## src/design/fpp_pkg.sv

```systemverilog
`timescale 1ns / 1ps

package fpp_pkg;

  // payload store geometry
  localparam int PAYLOAD_DEPTH = 64;
  localparam int ADDR_W        = (PAYLOAD_DEPTH > 1) ? $clog2(PAYLOAD_DEPTH) : 1;
  localparam int LEN_W         = 7;
  localparam int CNT_W         = 32;
  localparam int NUM_CNT       = 5;

  // event counter slots
  localparam int CNT_DISCARD = 0;
  localparam int CNT_LENERR  = 1;
  localparam int CNT_CRCERR  = 2;
  localparam int CNT_VERERR  = 3;
  localparam int CNT_VALID   = 4;

  // configuration register indexes
  localparam logic [1:0] CFG_SOF_FIRST   = 2'd0;
  localparam logic [1:0] CFG_SOF_SECOND  = 2'd1;
  localparam logic [1:0] CFG_EXP_VERSION = 2'd2;
  localparam logic [1:0] CFG_MAX_PAYLOAD = 2'd3;

  // crc-16 ccitt-false constants
  localparam logic [15:0] CRC_INIT = 16'hFFFF;
  localparam logic [15:0] CRC_POLY = 16'h1021;
  localparam logic [15:0] CRC_MSB  = 16'h8000;

  typedef enum logic [2:0] {
    ST_NONE   = 3'd0,
    ST_READY  = 3'd1,
    ST_LENERR = 3'd2,
    ST_CRCERR = 3'd3,
    ST_VERERR = 3'd4
  } status_t;

  // one classified byte handed from front to back
  typedef struct packed {
    status_t                         status;
    logic [7:0]                      msg_id;
    logic [7:0]                      sequence_number;
    logic [LEN_W-1:0]                pay_len;
    logic [NUM_CNT-1:0][CNT_W-1:0]   counters;
  } desc_t;

  // payload store write port
  typedef struct packed {
    logic              en;
    logic [ADDR_W-1:0] addr;
    logic [7:0]        data;
  } store_wr_t;

  // one byte through the crc, msb first
  function automatic logic [15:0] crc_feed(input logic [15:0] c, input logic [7:0] b);
    logic [15:0] v;
    v = c ^ {b, 8'h00};
    for (int i = 0; i < 8; i++) begin
      if ((v & CRC_MSB) != 16'h0000) begin
        v = {v[14:0], 1'b0} ^ CRC_POLY;
      end else begin
        v = {v[14:0], 1'b0};
      end
    end
    return v;
  endfunction

endpackage

```

## src/design/fpp_if.sv

```systemverilog
`timescale 1ns / 1ps

// received byte channel
interface fpp_in_if;
  logic       valid;
  logic       ready;
  logic [7:0] rx_byte;

  modport source (output valid, output rx_byte, input ready);
  modport sink (input valid, input rx_byte, output ready);
endinterface

// result channel
interface fpp_out_if;
  logic        valid;
  logic        ready;
  logic [2:0]  status;
  logic [7:0]  msg_id;
  logic [7:0]  sequence_number;
  logic [6:0]  pay_len;
  logic [7:0]  payload_byte;
  logic        last;
  logic [31:0] discarded_count;
  logic [31:0] length_error_count;
  logic [31:0] crc_error_count;
  logic [31:0] version_error_count;
  logic [31:0] valid_frame_count;

  modport source (
    output valid, output status, output msg_id, output sequence_number,
    output pay_len, output payload_byte, output last,
    output discarded_count, output length_error_count, output crc_error_count,
    output version_error_count, output valid_frame_count,
    input ready
  );
  modport sink (
    input valid, input status, input msg_id, input sequence_number,
    input pay_len, input payload_byte, input last,
    input discarded_count, input length_error_count, input crc_error_count,
    input version_error_count, input valid_frame_count,
    output ready
  );
endinterface

```

## src/design/framed_packet_parser_crc16_top.sv

```systemverilog
`timescale 1ns / 1ps

// Framed packet parser with CRC-16/CCITT-FALSE check.
// in_ch carries one received byte per transaction (valid/ready). The front parser
// hunts for the two start-of-frame bytes, reads header, payload and CRC, and takes
// one byte per cycle. Every byte gives one entry in a two-deep queue to the back end.
// out_ch carries results. A byte ending a good frame of payload length L > 0 gives
// L results, one per stored payload byte, with last on the final one; any other
// byte gives one result with last set. Each result carries the five event counters.
// A single result is written into the queue, then loaded into the output register.
// Throughput: one input byte per cycle unless stalled; replay of a good frame does
// one store read, then one load of the output register, for each payload byte.
// The input stalls while the queue is full; payload bytes of a new frame stall
// while a queue entry is pending or the previous frame replays from the store.
// cfg_we/cfg_index/cfg_data write the registers: 0 first SOF, 1 second SOF,
// 2 expected version, 3 maximum payload length.
// Reset (rst_n low, synchronous) restores register defaults, clears the counters and
// restarts the hunt; the store is not cleared and needs no clearing pass.
// When out_ch stalls, the output register holds its result and the queue fills.
module framed_packet_parser_crc16_top
  import fpp_pkg::*;
(
  input  logic       clk,
  input  logic       rst_n,
  fpp_in_if.sink     in_ch,
  fpp_out_if.source  out_ch,
  input  logic       cfg_we,
  input  logic [1:0] cfg_index,
  input  logic [7:0] cfg_data
);

  desc_t     q_push_data;
  desc_t     q_head;
  store_wr_t store_wr;
  logic      q_push, q_pop, q_full, q_empty;
  logic      back_busy;
  logic      replay_busy;

  // a pending or running result blocks new payload writes
  assign replay_busy = back_busy || !q_empty;

  fpp_front u_front (
    .clk         (clk),
    .rst_n       (rst_n),
    .in_ch       (in_ch),
    .cfg_we      (cfg_we),
    .cfg_index   (cfg_index),
    .cfg_data    (cfg_data),
    .q_full      (q_full),
    .replay_busy (replay_busy),
    .q_push      (q_push),
    .q_data      (q_push_data),
    .store_wr    (store_wr)
  );

  fpp_fifo u_fifo (
    .clk       (clk),
    .rst_n     (rst_n),
    .push      (q_push),
    .push_data (q_push_data),
    .pop       (q_pop),
    .head      (q_head),
    .full      (q_full),
    .empty     (q_empty)
  );

  fpp_back u_back (
    .clk      (clk),
    .rst_n    (rst_n),
    .store_wr (store_wr),
    .q_head   (q_head),
    .q_empty  (q_empty),
    .q_pop    (q_pop),
    .busy     (back_busy),
    .out_ch   (out_ch)
  );

endmodule

```

## src/design/fpp_front.sv

```systemverilog
`timescale 1ns / 1ps

module fpp_front
  import fpp_pkg::*;
(
  input  logic        clk,
  input  logic        rst_n,
  fpp_in_if.sink      in_ch,
  input  logic        cfg_we,
  input  logic [1:0]  cfg_index,
  input  logic [7:0]  cfg_data,
  input  logic        q_full,
  input  logic        replay_busy,
  output logic        q_push,
  output desc_t       q_data,
  output store_wr_t   store_wr
);

  typedef enum logic [3:0] {
    PH_SOF1, PH_SOF2, PH_VER, PH_MID, PH_SEQ, PH_LEN, PH_PAY, PH_CRCL, PH_CRCH
  } phase_t;

  phase_t                        phase_r, phase_nxt;
  logic [LEN_W-1:0]              pos_r, pos_nxt;
  logic [15:0]                   crc_r, crc_nxt;
  logic [15:0]                   check_r, check_nxt;
  logic [7:0]                    ver_r, ver_nxt;
  logic [7:0]                    mid_r, mid_nxt;
  logic [7:0]                    seq_r, seq_nxt;
  logic [LEN_W-1:0]              len_r, len_nxt;
  logic [NUM_CNT-1:0][CNT_W-1:0] cnt_r, cnt_nxt;
  logic [7:0]                    sof_first_r, sof_second_r, exp_ver_r;
  logic [LEN_W-1:0]              max_payload_r;
  logic [LEN_W-1:0]              limit;
  logic [15:0]                   crc_b;
  logic [15:0]                   check_full;
  logic [7:0]                    b;
  logic                          accept;
  status_t                       status;

  assign b      = in_ch.rx_byte;
  // payload bytes also wait while a result is queued or a frame is still replaying
  assign in_ch.ready = !q_full && !((phase_r == PH_PAY) && replay_busy);
  assign accept = in_ch.valid && in_ch.ready;
  assign limit  = (max_payload_r > LEN_W'(PAYLOAD_DEPTH)) ? LEN_W'(PAYLOAD_DEPTH)
                                                          : max_payload_r;
  assign crc_b      = crc_feed(crc_r, b);
  assign check_full = {b, check_r[7:0]};

  // parser next state
  always_comb begin
    phase_nxt = phase_r;
    pos_nxt   = pos_r;
    crc_nxt   = crc_r;
    check_nxt = check_r;
    ver_nxt   = ver_r;
    mid_nxt   = mid_r;
    seq_nxt   = seq_r;
    len_nxt   = len_r;
    cnt_nxt   = cnt_r;
    status    = ST_NONE;
    store_wr.en   = 1'b0;
    store_wr.addr = pos_r[ADDR_W-1:0];
    store_wr.data = b;
    unique case (phase_r)
      PH_SOF1: begin
        if (b == sof_first_r) begin
          phase_nxt = PH_SOF2;
        end else begin
          cnt_nxt[CNT_DISCARD] = cnt_r[CNT_DISCARD] + 1'b1;
        end
      end
      PH_SOF2: begin
        if (b == sof_second_r) begin
          phase_nxt = PH_VER;
          crc_nxt   = CRC_INIT;
        end else if (b != sof_first_r) begin
          cnt_nxt[CNT_DISCARD] = cnt_r[CNT_DISCARD] + 1'b1;
          phase_nxt = PH_SOF1;
        end
      end
      PH_VER: begin
        ver_nxt   = b;
        crc_nxt   = crc_b;
        phase_nxt = PH_MID;
      end
      PH_MID: begin
        mid_nxt   = b;
        crc_nxt   = crc_b;
        phase_nxt = PH_SEQ;
      end
      PH_SEQ: begin
        seq_nxt   = b;
        crc_nxt   = crc_b;
        phase_nxt = PH_LEN;
      end
      PH_LEN: begin
        crc_nxt = crc_b;
        pos_nxt = '0;
        if (b > {1'b0, limit}) begin
          len_nxt   = '0;
          cnt_nxt[CNT_LENERR] = cnt_r[CNT_LENERR] + 1'b1;
          phase_nxt = PH_SOF1;
          crc_nxt   = CRC_INIT;
          check_nxt = '0;
          status    = ST_LENERR;
        end else begin
          len_nxt   = b[LEN_W-1:0];
          phase_nxt = (b == 8'h00) ? PH_CRCL : PH_PAY;
        end
      end
      PH_PAY: begin
        store_wr.en = accept;
        pos_nxt = pos_r + 1'b1;
        crc_nxt = crc_b;
        if (pos_nxt >= len_r) begin
          phase_nxt = PH_CRCL;
        end
      end
      PH_CRCL: begin
        check_nxt = {8'h00, b};
        phase_nxt = PH_CRCH;
      end
      PH_CRCH: begin
        if (check_full != crc_r) begin
          cnt_nxt[CNT_CRCERR] = cnt_r[CNT_CRCERR] + 1'b1;
          status = ST_CRCERR;
        end else if (ver_r != exp_ver_r) begin
          cnt_nxt[CNT_VERERR] = cnt_r[CNT_VERERR] + 1'b1;
          status = ST_VERERR;
        end else begin
          cnt_nxt[CNT_VALID] = cnt_r[CNT_VALID] + 1'b1;
          status = ST_READY;
        end
        phase_nxt = PH_SOF1;
        pos_nxt   = '0;
        crc_nxt   = CRC_INIT;
        check_nxt = '0;
      end
      default: begin
        phase_nxt = PH_SOF1;
        pos_nxt   = '0;
        crc_nxt   = CRC_INIT;
        check_nxt = '0;
      end
    endcase
  end

  // one transaction into the queue for every accepted byte
  always_comb begin
    q_push = accept;
    q_data.status          = status;
    q_data.msg_id          = (status == ST_READY) ? mid_r : 8'h00;
    q_data.sequence_number = (status == ST_READY) ? seq_r : 8'h00;
    q_data.pay_len         = (status == ST_READY) ? len_r : '0;
    q_data.counters        = cnt_nxt;
  end

  // parser state, counters and configuration
  always_ff @(posedge clk) begin
    if (!rst_n) begin
      phase_r       <= PH_SOF1;
      pos_r         <= '0;
      crc_r         <= CRC_INIT;
      check_r       <= '0;
      ver_r         <= '0;
      mid_r         <= '0;
      seq_r         <= '0;
      len_r         <= '0;
      cnt_r         <= '0;
      sof_first_r   <= 8'hAA;
      sof_second_r  <= 8'h55;
      exp_ver_r     <= 8'h01;
      max_payload_r <= 7'd64;
    end else begin
      if (accept) begin
        phase_r <= phase_nxt;
        pos_r   <= pos_nxt;
        crc_r   <= crc_nxt;
        check_r <= check_nxt;
        ver_r   <= ver_nxt;
        mid_r   <= mid_nxt;
        seq_r   <= seq_nxt;
        len_r   <= len_nxt;
        cnt_r   <= cnt_nxt;
      end
      if (cfg_we) begin
        unique case (cfg_index)
          CFG_SOF_FIRST:   sof_first_r   <= cfg_data;
          CFG_SOF_SECOND:  sof_second_r  <= cfg_data;
          CFG_EXP_VERSION: exp_ver_r     <= cfg_data;
          CFG_MAX_PAYLOAD: max_payload_r <= cfg_data[LEN_W-1:0];
          default: ;
        endcase
      end
    end
  end

endmodule

```

## src/design/fpp_fifo.sv

```systemverilog
`timescale 1ns / 1ps

module fpp_fifo
  import fpp_pkg::*;
(
  input  logic  clk,
  input  logic  rst_n,
  input  logic  push,
  input  desc_t push_data,
  input  logic  pop,
  output desc_t head,
  output logic  full,
  output logic  empty
);

  desc_t      mem_r [2];
  logic       wr_ptr_r, rd_ptr_r;
  logic [1:0] count_r;

  assign full  = (count_r == 2'd2);
  assign empty = (count_r == 2'd0);
  assign head  = mem_r[rd_ptr_r];

  // entry storage
  always_ff @(posedge clk) begin
    if (push) begin
      mem_r[wr_ptr_r] <= push_data;
    end
  end

  // pointers and fill level
  always_ff @(posedge clk) begin
    if (!rst_n) begin
      wr_ptr_r <= 1'b0;
      rd_ptr_r <= 1'b0;
      count_r  <= 2'd0;
    end else begin
      if (push) wr_ptr_r <= ~wr_ptr_r;
      if (pop)  rd_ptr_r <= ~rd_ptr_r;
      count_r <= count_r + {1'b0, push} - {1'b0, pop};
    end
  end

endmodule

```

## src/design/fpp_back.sv

```systemverilog
`timescale 1ns / 1ps

module fpp_back
  import fpp_pkg::*;
(
  input  logic      clk,
  input  logic      rst_n,
  input  store_wr_t store_wr,
  input  desc_t     q_head,
  input  logic      q_empty,
  output logic      q_pop,
  output logic      busy,
  fpp_out_if.source out_ch
);

  typedef enum logic [1:0] {S_IDLE, S_READ, S_EMIT} state_t;

  typedef struct packed {
    desc_t      d;
    logic [7:0] payload_byte;
    logic       last;
  } result_t;

  logic [7:0]       store [PAYLOAD_DEPTH];
  logic [7:0]       rd_data_r;
  state_t           state_r, state_nxt;
  desc_t            cur_r, cur_nxt;
  logic [LEN_W-1:0] k_r, k_nxt;
  logic             out_valid_r, out_valid_nxt;
  result_t          res_r, res_nxt;
  logic             out_free;
  logic             is_last;

  assign out_free = !out_valid_r || out_ch.ready;
  assign is_last  = ((k_r + 1'b1) == cur_r.pay_len);
  assign busy     = (state_r != S_IDLE);

  // payload store, read data registered
  always_ff @(posedge clk) begin
    if (store_wr.en) begin
      store[store_wr.addr] <= store_wr.data;
    end
    rd_data_r <= store[k_r[ADDR_W-1:0]];
  end

  // replay sequencer next state
  always_comb begin
    state_nxt     = state_r;
    cur_nxt       = cur_r;
    k_nxt         = k_r;
    out_valid_nxt = out_valid_r && !out_ch.ready;
    res_nxt       = res_r;
    q_pop         = 1'b0;
    unique case (state_r)
      S_IDLE: begin
        if (!q_empty && out_free) begin
          q_pop = 1'b1;
          if (q_head.status == ST_READY && q_head.pay_len != '0) begin
            cur_nxt   = q_head;
            k_nxt     = '0;
            state_nxt = S_READ;
          end else begin
            out_valid_nxt        = 1'b1;
            res_nxt.d            = q_head;
            res_nxt.payload_byte = 8'h00;
            res_nxt.last         = 1'b1;
          end
        end
      end
      S_READ: begin
        state_nxt = S_EMIT;
      end
      S_EMIT: begin
        if (out_free) begin
          out_valid_nxt        = 1'b1;
          res_nxt.d            = cur_r;
          res_nxt.payload_byte = rd_data_r;
          res_nxt.last         = is_last;
          if (is_last) begin
            state_nxt = S_IDLE;
          end else begin
            k_nxt     = k_r + 1'b1;
            state_nxt = S_READ;
          end
        end
      end
      default: state_nxt = S_IDLE;
    endcase
  end

  // state and output register
  always_ff @(posedge clk) begin
    if (!rst_n) begin
      state_r     <= S_IDLE;
      out_valid_r <= 1'b0;
      k_r         <= '0;
    end else begin
      state_r     <= state_nxt;
      out_valid_r <= out_valid_nxt;
      k_r         <= k_nxt;
    end
    cur_r <= cur_nxt;
    res_r <= res_nxt;
  end

  assign out_ch.valid               = out_valid_r;
  assign out_ch.status              = res_r.d.status;
  assign out_ch.msg_id              = res_r.d.msg_id;
  assign out_ch.sequence_number     = res_r.d.sequence_number;
  assign out_ch.pay_len             = res_r.d.pay_len;
  assign out_ch.payload_byte        = res_r.payload_byte;
  assign out_ch.last                = res_r.last;
  assign out_ch.discarded_count     = res_r.d.counters[CNT_DISCARD];
  assign out_ch.length_error_count  = res_r.d.counters[CNT_LENERR];
  assign out_ch.crc_error_count     = res_r.d.counters[CNT_CRCERR];
  assign out_ch.version_error_count = res_r.d.counters[CNT_VERERR];
  assign out_ch.valid_frame_count   = res_r.d.counters[CNT_VALID];

`ifndef SYNTHESIS
  // a store read always completes before the byte is emitted
  a_read_then_emit: assert property (@(posedge clk) disable iff (!rst_n)
    (state_r == S_READ) |=> (state_r == S_EMIT))
    else $error("replay read not followed by emit");

  // replay only runs for a good frame with a payload
  a_replay_desc: assert property (@(posedge clk) disable iff (!rst_n)
    (state_r != S_IDLE) |-> (cur_r.status == ST_READY && cur_r.pay_len != '0))
    else $error("replay of a frame that is not ready");

  // replay index stays inside the frame
  a_index_range: assert property (@(posedge clk) disable iff (!rst_n)
    (state_r != S_IDLE) |-> (k_r < cur_r.pay_len))
    else $error("replay index past payload length");

  // nothing leaves the queue during a replay
  a_no_pop_busy: assert property (@(posedge clk) disable iff (!rst_n)
    (state_r != S_IDLE) |-> !q_pop)
    else $error("queue popped during replay");
`endif

endmodule

```

## src/flat_wrapper.sv

```systemverilog
// flat-port wrapper written by rule: the top's interface ports become plain ports
module framed_packet_parser_crc16_top_flat import fpp_pkg::*;
  (clk, rst_n, cfg_we, cfg_index, cfg_data, in_ch_valid, in_ch_rx_byte, in_ch_ready, out_ch_valid, out_ch_status, out_ch_msg_id, out_ch_sequence_number, out_ch_pay_len, out_ch_payload_byte, out_ch_last, out_ch_discarded_count, out_ch_length_error_count, out_ch_crc_error_count, out_ch_version_error_count, out_ch_valid_frame_count, out_ch_ready);
  fpp_in_if in_ch_i ();
  fpp_out_if out_ch_i ();
  input  logic clk;
  input  logic rst_n;
  input  logic cfg_we;
  input  logic [1:0] cfg_index;
  input  logic [7:0] cfg_data;
  input wire logic [$bits(in_ch_i.valid)-1:0] in_ch_valid;
  input wire logic [$bits(in_ch_i.rx_byte)-1:0] in_ch_rx_byte;
  output wire logic [$bits(in_ch_i.ready)-1:0] in_ch_ready;
  output wire logic [$bits(out_ch_i.valid)-1:0] out_ch_valid;
  output wire logic [$bits(out_ch_i.status)-1:0] out_ch_status;
  output wire logic [$bits(out_ch_i.msg_id)-1:0] out_ch_msg_id;
  output wire logic [$bits(out_ch_i.sequence_number)-1:0] out_ch_sequence_number;
  output wire logic [$bits(out_ch_i.pay_len)-1:0] out_ch_pay_len;
  output wire logic [$bits(out_ch_i.payload_byte)-1:0] out_ch_payload_byte;
  output wire logic [$bits(out_ch_i.last)-1:0] out_ch_last;
  output wire logic [$bits(out_ch_i.discarded_count)-1:0] out_ch_discarded_count;
  output wire logic [$bits(out_ch_i.length_error_count)-1:0] out_ch_length_error_count;
  output wire logic [$bits(out_ch_i.crc_error_count)-1:0] out_ch_crc_error_count;
  output wire logic [$bits(out_ch_i.version_error_count)-1:0] out_ch_version_error_count;
  output wire logic [$bits(out_ch_i.valid_frame_count)-1:0] out_ch_valid_frame_count;
  input wire logic [$bits(out_ch_i.ready)-1:0] out_ch_ready;
  assign in_ch_i.valid = in_ch_valid;
  assign in_ch_i.rx_byte = in_ch_rx_byte;
  assign in_ch_ready = in_ch_i.ready;
  assign out_ch_valid = out_ch_i.valid;
  assign out_ch_status = out_ch_i.status;
  assign out_ch_msg_id = out_ch_i.msg_id;
  assign out_ch_sequence_number = out_ch_i.sequence_number;
  assign out_ch_pay_len = out_ch_i.pay_len;
  assign out_ch_payload_byte = out_ch_i.payload_byte;
  assign out_ch_last = out_ch_i.last;
  assign out_ch_discarded_count = out_ch_i.discarded_count;
  assign out_ch_length_error_count = out_ch_i.length_error_count;
  assign out_ch_crc_error_count = out_ch_i.crc_error_count;
  assign out_ch_version_error_count = out_ch_i.version_error_count;
  assign out_ch_valid_frame_count = out_ch_i.valid_frame_count;
  assign out_ch_i.ready = out_ch_ready;
  framed_packet_parser_crc16_top u_core (.clk(clk), .rst_n(rst_n), .in_ch(in_ch_i), .out_ch(out_ch_i), .cfg_we(cfg_we), .cfg_index(cfg_index), .cfg_data(cfg_data));
endmodule
```

## config.mk

```make
export PLATFORM = sky130hd
export DESIGN_NAME = framed_packet_parser_crc16_top_flat
export DESIGN_NICKNAME = d
export VERILOG_FILES = /design/src/design/fpp_pkg.sv /design/src/design/fpp_if.sv /design/src/design/framed_packet_parser_crc16_top.sv /design/src/design/fpp_front.sv /design/src/design/fpp_fifo.sv /design/src/design/fpp_back.sv /design/src/flat_wrapper.sv
export SDC_FILE = /design/constraint.sdc
export NUM_CORES = 2
export LEC_CHECK = 0
export BUFFER_PORTS_ARGS = -buffer_cell sky130_fd_sc_hd__buf_2
export CAP_MARGIN = 20
export CELL_PAD_IN_SITES_DETAIL_PLACEMENT = 0
export CELL_PAD_IN_SITES_GLOBAL_PLACEMENT = 1
export CORE_UTILIZATION = 42
export DETAILED_ROUTE_END_ITERATION = 10
export GPL_ROUTABILITY_DRIVEN = 0
export HOLD_SLACK_MARGIN = 0.12
export PLACE_DENSITY = 0.76
export SLEW_MARGIN = 0
export SYNTH_ARGS = -nofsm -noshare
export SYNTH_HDL_FRONTEND = slang
export SYNTH_SLANG_ARGS = --single-unit
```

## constraint.sdc

```tcl
create_clock -name clk -period 25.4 [get_ports clk]
set_clock_uncertainty 0.1 [all_clocks]
set_input_delay 0 -clock clk [delete_from_list [all_inputs] [get_ports clk]]
set_output_delay 0 -clock clk [all_outputs]
set_load 0.005 [all_outputs]
```

Word level (Yosys, flattened, before mapping)

Memories as Yosys holds them, arrays and structs flattened. A register that Yosys moved wholly into a read port is not among the register bits.
Index checks and enable logic that the tools add are counted.

Bits in registers: 652
Bits in latches: 0
RAM bits: 884
ROM bits: 0
Input port bits: 23
Output and inout bits: 197
Logic and storage cells: 212
Memories: 2

Memory list:

| name                | depth | bits a word | read ports | clocked after Yosys merged registers in | wr ports | line           | RTL |
|---|---|---|---|---|---|---|---|
| u_core.u_back.store | 64    | 8           | 1          | 1                                       | 1        | fpp_back.sv:24 | `logic [7:0] store [PAYLOAD_DEPTH];` |
| u_core.u_fifo.mem_r | 2     | 186         | 1          | 1                                       | 1        | fpp_fifo.sv:16 | `desc_t mem_r [2];` |

Add/subtract/negate cells: 9
Multiply operators: 0
Div/mod/pow operators: 0
Magnitude comparators: 3
Eq/ne operators: 32
Shift-type cells: 0
Multiplexer cells: 68
Bitwise logic cells: 14
Reductions and logical operators: 41

Operators by type and width:

| kind                                                            | number |
|---|---|
| 195-bit two-way mux                                             | 3 |
| 195-bit one-hot mux with 2 select lines                         | 1 |
| 32-bit two-way mux                                              | 8 |
| 32-bit by 1-bit adder with 32-bit output, second input constant | 5 |
| 13-bit two-way mux                                              | 8 |
| 96-bit two-way mux                                              | 1 |
| 64-bit two-way mux                                              | 1 |
| 16-bit one-hot mux with 4 select lines                          | 1 |
| 32-bit one-hot mux with 2 select lines                          | 1 |
| 7-bit two-way mux                                               | 7 |
| 16-bit two-way mux                                              | 2 |
| 4-bit one-hot mux with 8 select lines                           | 1 |
| 7-bit one-hot mux with 2 select lines                           | 2 |
| 8-bit two-way mux                                               | 3 |
| 3-bit NOT                                                       | 8 |
| 8-bit one-hot mux with 3 select lines                           | 1 |
| 2-bit AND reduction                                             | 9 |
| 4-bit by 3-bit == test with 1-bit output, second input constant | 4 |
| 8-bit == test                                                   | 2 |
| 4-bit two-way mux                                               | 4 |
| 16-bit != test                                                  | 1 |
| 2-bit != test, second input constant                            | 8 |
| 8-bit != test                                                   | 2 |
| 16-bit XOR                                                      | 1 |
| other kinds (36)                                                | 83 |

Longest topological paths before layout

Depth after elaboration: 19
Gate-level depth with buffers: 12
Gate-level depth less buffers: 11

Modules after synthesis

Synthesis repeated with hierarchy kept, for this count alone.

Cells, all modules: 4463
Area total of the unflattened synthesis: 63903.8 µm²

By module, submodules not included:

| module                         | times used | cells each | area each (µm²) | sequential area each (µm²) |
|---|---|---|---|---|
| fpp_back                       | 1          | 1974       | 34436.8         | 27176.1 |
| fpp_front                      | 1          | 1888       | 15233.4         | 5144.9 |
| fpp_fifo                       | 1          | 600        | 14227.4         | 11270.8 |
| framed_packet_parser_crc16_top | 1          | 1          | 6.3             | 0.0 |

Least setup slack after synthesis

Ideal clock, no wire load.

Path kind: register -> register
Start: register with a tool-made name
End: register u_core.u_back.res_r (netlist bit u_core.u_back.out_ch.crc_error_count[0]), enable pin
Library setup time: 0.991 ns
Data arrival time: 14.404 ns
Required time: 24.309 ns
Setup slack: 9.905 ns
Cell stages (with the launch flop): 7
Path buffers: 1
Clock period less this slack: 15.495 ns
Cell sequence: dfxtp_1 > clkbuf_1 > mux2i_1 > o21ai_0 > o21ai_0 > a21oi_1 > nor3_1

RTL lines:

| what                   | line            | RTL |
|---|---|---|
| end signal: assignment | fpp_back.sv:103 | `res_r <= res_nxt;` |
| end: declaration       | fpp_back.sv:30  | `result_t res_r, res_nxt;` |

==> flow_summary.toml <==
[run_status]
status = "finished, final reports clean"

[sta]
min_period_over_period_pct = 20.2
fin_setup_tns_ps = 0
timing.slew.headroom_pct = 27.3
whs_ps = 211
finalSetupViolations = 0
hold_viol = 0
maxSlewViolCount = 0
setup_ws_ps = 20270
worst_pin_slew_ps = 1090
rsz0062_at_grt = "no"
post-route-min-period_ps = 5130
fmax_mhz = 195

[critical_path]
critPathMostFrequentCell = "buf_4"
path_class = "flip-flop to flip-flop"
crit_path_max_fanout = 71
crit_arrival_ps = 5430
crit_family = "buffers and inverters"
path_buf_inv = 5
start_kind = "flip-flop"
slowest_stage = "buf_4"
crit_chain = "buf_4 -> mux2i_1 -> o21ai_0 -> o21ai_0 -> a21oi_1 -> nor3_2 -> buf_4 -> buf_12 -> buf_4 -> buf_4"
max_stage_delay_ps = 750
worst_setup_path_end_kind = "flip-flop"
crit_required_ps = 25700

[route]
first_pass_iters = 5
route.detailed.drc = 0
antenna_left = 0
first_iter_violations = 2808
vias = 36134
totalWireLength_um = 137000
viasPerCell = 5.29
wl_per_cell_um = 20.1

[cts]
max-clock-path-buffers = 3
cts.hold.buffers_added = 43
clock_sinks = 1545
cts_tree = "yes"
path_clk_slew_ps = 60
insertion_delay_ps = 790
clockRootBuffer = "clkbuf_16"
post_cts_resized = 0
ctsHtreeMaxLevel = 4
cts_buffers = 160
postCtsSetupBuffers = 0

[global_routing]
grt_pass1_wl_um = 212000
first_global_vias = 35497
grt_max_degree = 199
grt_usage_pct = 17.9
antenna_found_initial = 17
grt_overflow = 0

[logic_synthesis]
synth-edff-count = 1265
yosysWarnings = 0
synth_nets = 4500
synthArstFlopShare_pct = 0
ys.flop_type = "edfxtp_1"
yosysSeqAreaShare_pct = 69.0
syn_area_per_cell_um2 = 14.2
synth.distinct_cells = 78
syn_area_um2 = 63200
synth-seq-cells = 1545
syn_inst = 4454

[hold_path]
hp-class = "input pin to flip-flop"
worstHoldStart = "in_ch_rx_byte[4]"

[layout]
final_cell_area_um2 = 72300
area_delta_synth_final_pct = 14.4
multi_input_area_um2 = 18600
final_nets = 4736
drive_above_1_share_pct = 18.6
final_util_pct = 48.6
fillers = 12781
register_area_um2 = 43600

[pwr]
vdd_ir_drop_max_mv = 0.0616
power_density_nw_per_um2 = 88.6
p_leak_nw = 24.6

[place]
dpl-instance-area_um2 = 66300
hpwl_um = 84700
io_buffers = 219
pre_cts_ws_ps = 19980

[die]
start_util_pct = 42.5
io_pins = 220
die_w_um = 390
fp.dieH_um = 390
dieArea_um2 = 152000
core_area_um2 = 149000
fp-row-count = 141

[flow_run]
drv_cap = 0
-- cell families after synthesis --
family	share of synthesized area [%]
xor+xnor	3.88
buf+inv	1.69
simple gates	11.7
fa+ha+maj	0.456
flops	69.0
compound gates	3.15
mux	10.1
-- where the power goes --
group / internal [mW] / switching, mW
Combinational: 0.285 / 0.487
Clock: 1.42 / 0.993
Sequential: 3.13 / 0.0820
Total: 4.84 / 1.56
-- placed cells by master (no fill, tap or decap), types with 54 or more instances in the layout --
master,Yosys,final
clkbuf_16,0,161
dfxtp_1,280,276
buf_2,29,221
xor2_1,144,144
nor3_1,59,58
a21oi_1,140,140
nand2_1,257,257
mux2_2,185,185
edfxtp_1,1265,1265
nand3_1,117,117
nor2_1,818,816
mux4_2,160,160
xnor2_1,116,116
mux2i_1,68,68
nand4_1,54,54
-- Yosys cell counts, drive strengths merged (7+ instances only) --
cell type  instances  area, um^2
xor2             144        1260
nor4              33         234
inv               27         101
ha                23         288
nand2b            38         238
nor3              62         332
nand2            257         965
nand3b            11        82.6
clkbuf           167         628
or2               11        68.8
o21ai             47         235
dfxtp            280        5610
nor2             818        3070
nor2b             13        81.3
a31oi              7        50.1
and2              20         125
o211ai             9        67.6
buf               75         325
and4              19         166
o31ai             45         343
or3               44         275
nand3            117         586
nand4             55         350
edfxtp          1265       38000
and3              49         307
or4               52         394
mux2i             68         681
a21oi            141         717
a32o               8        80.1
a22oi             21         158
mux4             160        3600
xnor2            124        1190
mux2             185        2080
-- tightest hold or removal path: cells and delay by family --
family	cells	cell delay, ps
buffers and inverters	3	890
-- layer usage --
metal  global-route usage [%]  share of wire [%]  vias up  routed length [um]
li1                         -                  -    17011                   -
met2                     28.4                 47      885               64400
met1                     25.4                 46    18068               63500
met3                     3.32                5.3      162                7250
met4                     4.70                1.7        8                2280
met5                        0              0.042        -                  58
-- sequential cells by signal, indices dropped and copies added (netlist names), 16 cells and up, named ones only --
register	flops
u_core.u_back.out_ch.version_error_count	32
u_core.u_fifo.mem_r	372
u_core.u_back.out_ch.length_error_count	32
u_core.u_back.out_ch.crc_error_count	32
u_core.u_front.cnt_r	160
u_core.u_back.cur_r	186
u_core.u_back.out_ch.valid_frame_count	32
u_core.u_front.crc_r	16
u_core.u_back.out_ch.discarded_count	32
u_core.u_back.store	512
-- final cells by class --
| class | count | area share [%] |
|---|---|---|
| clock buffer | 217 | 6.05 |
| tap | 2002 | 3.47 |
| sequential | 1545 | 60.3 |
| clock inverter | 81 | 1.52 |
| timing repair buffer | 316 | 2.71 |
| antenna | 7 | 0.0242 |
| inverter | 30 | 0.163 |
| multi-input combinational | 2637 | 25.7 |
-- metrics by stage --
stage	cells	total power [mW]
after global placement	6481	4.03
after global routing	6834	6.66
final	6835	6.40
after detailed placement	6483	4.05
after CTS	6824	6.47
after floorplan	4454	3.78
-- final timing paths --
check        cells past startpoint                                                   end  slack [ps]
max                             10  u_core.u_back.out_ch.valid_frame_count[25]$_DFFE_PP_       20270
min                              3                  u_core.u_back.store[63][4]$_DFFE_PP_         210
max reg2reg                     10  u_core.u_back.out_ch.valid_frame_count[25]$_DFFE_PP_       20270
min reg2reg                      2                  u_core.u_front.mid_r[4]$_SDFFE_PN0P_         350
Power figures use the tool's default switching activity.
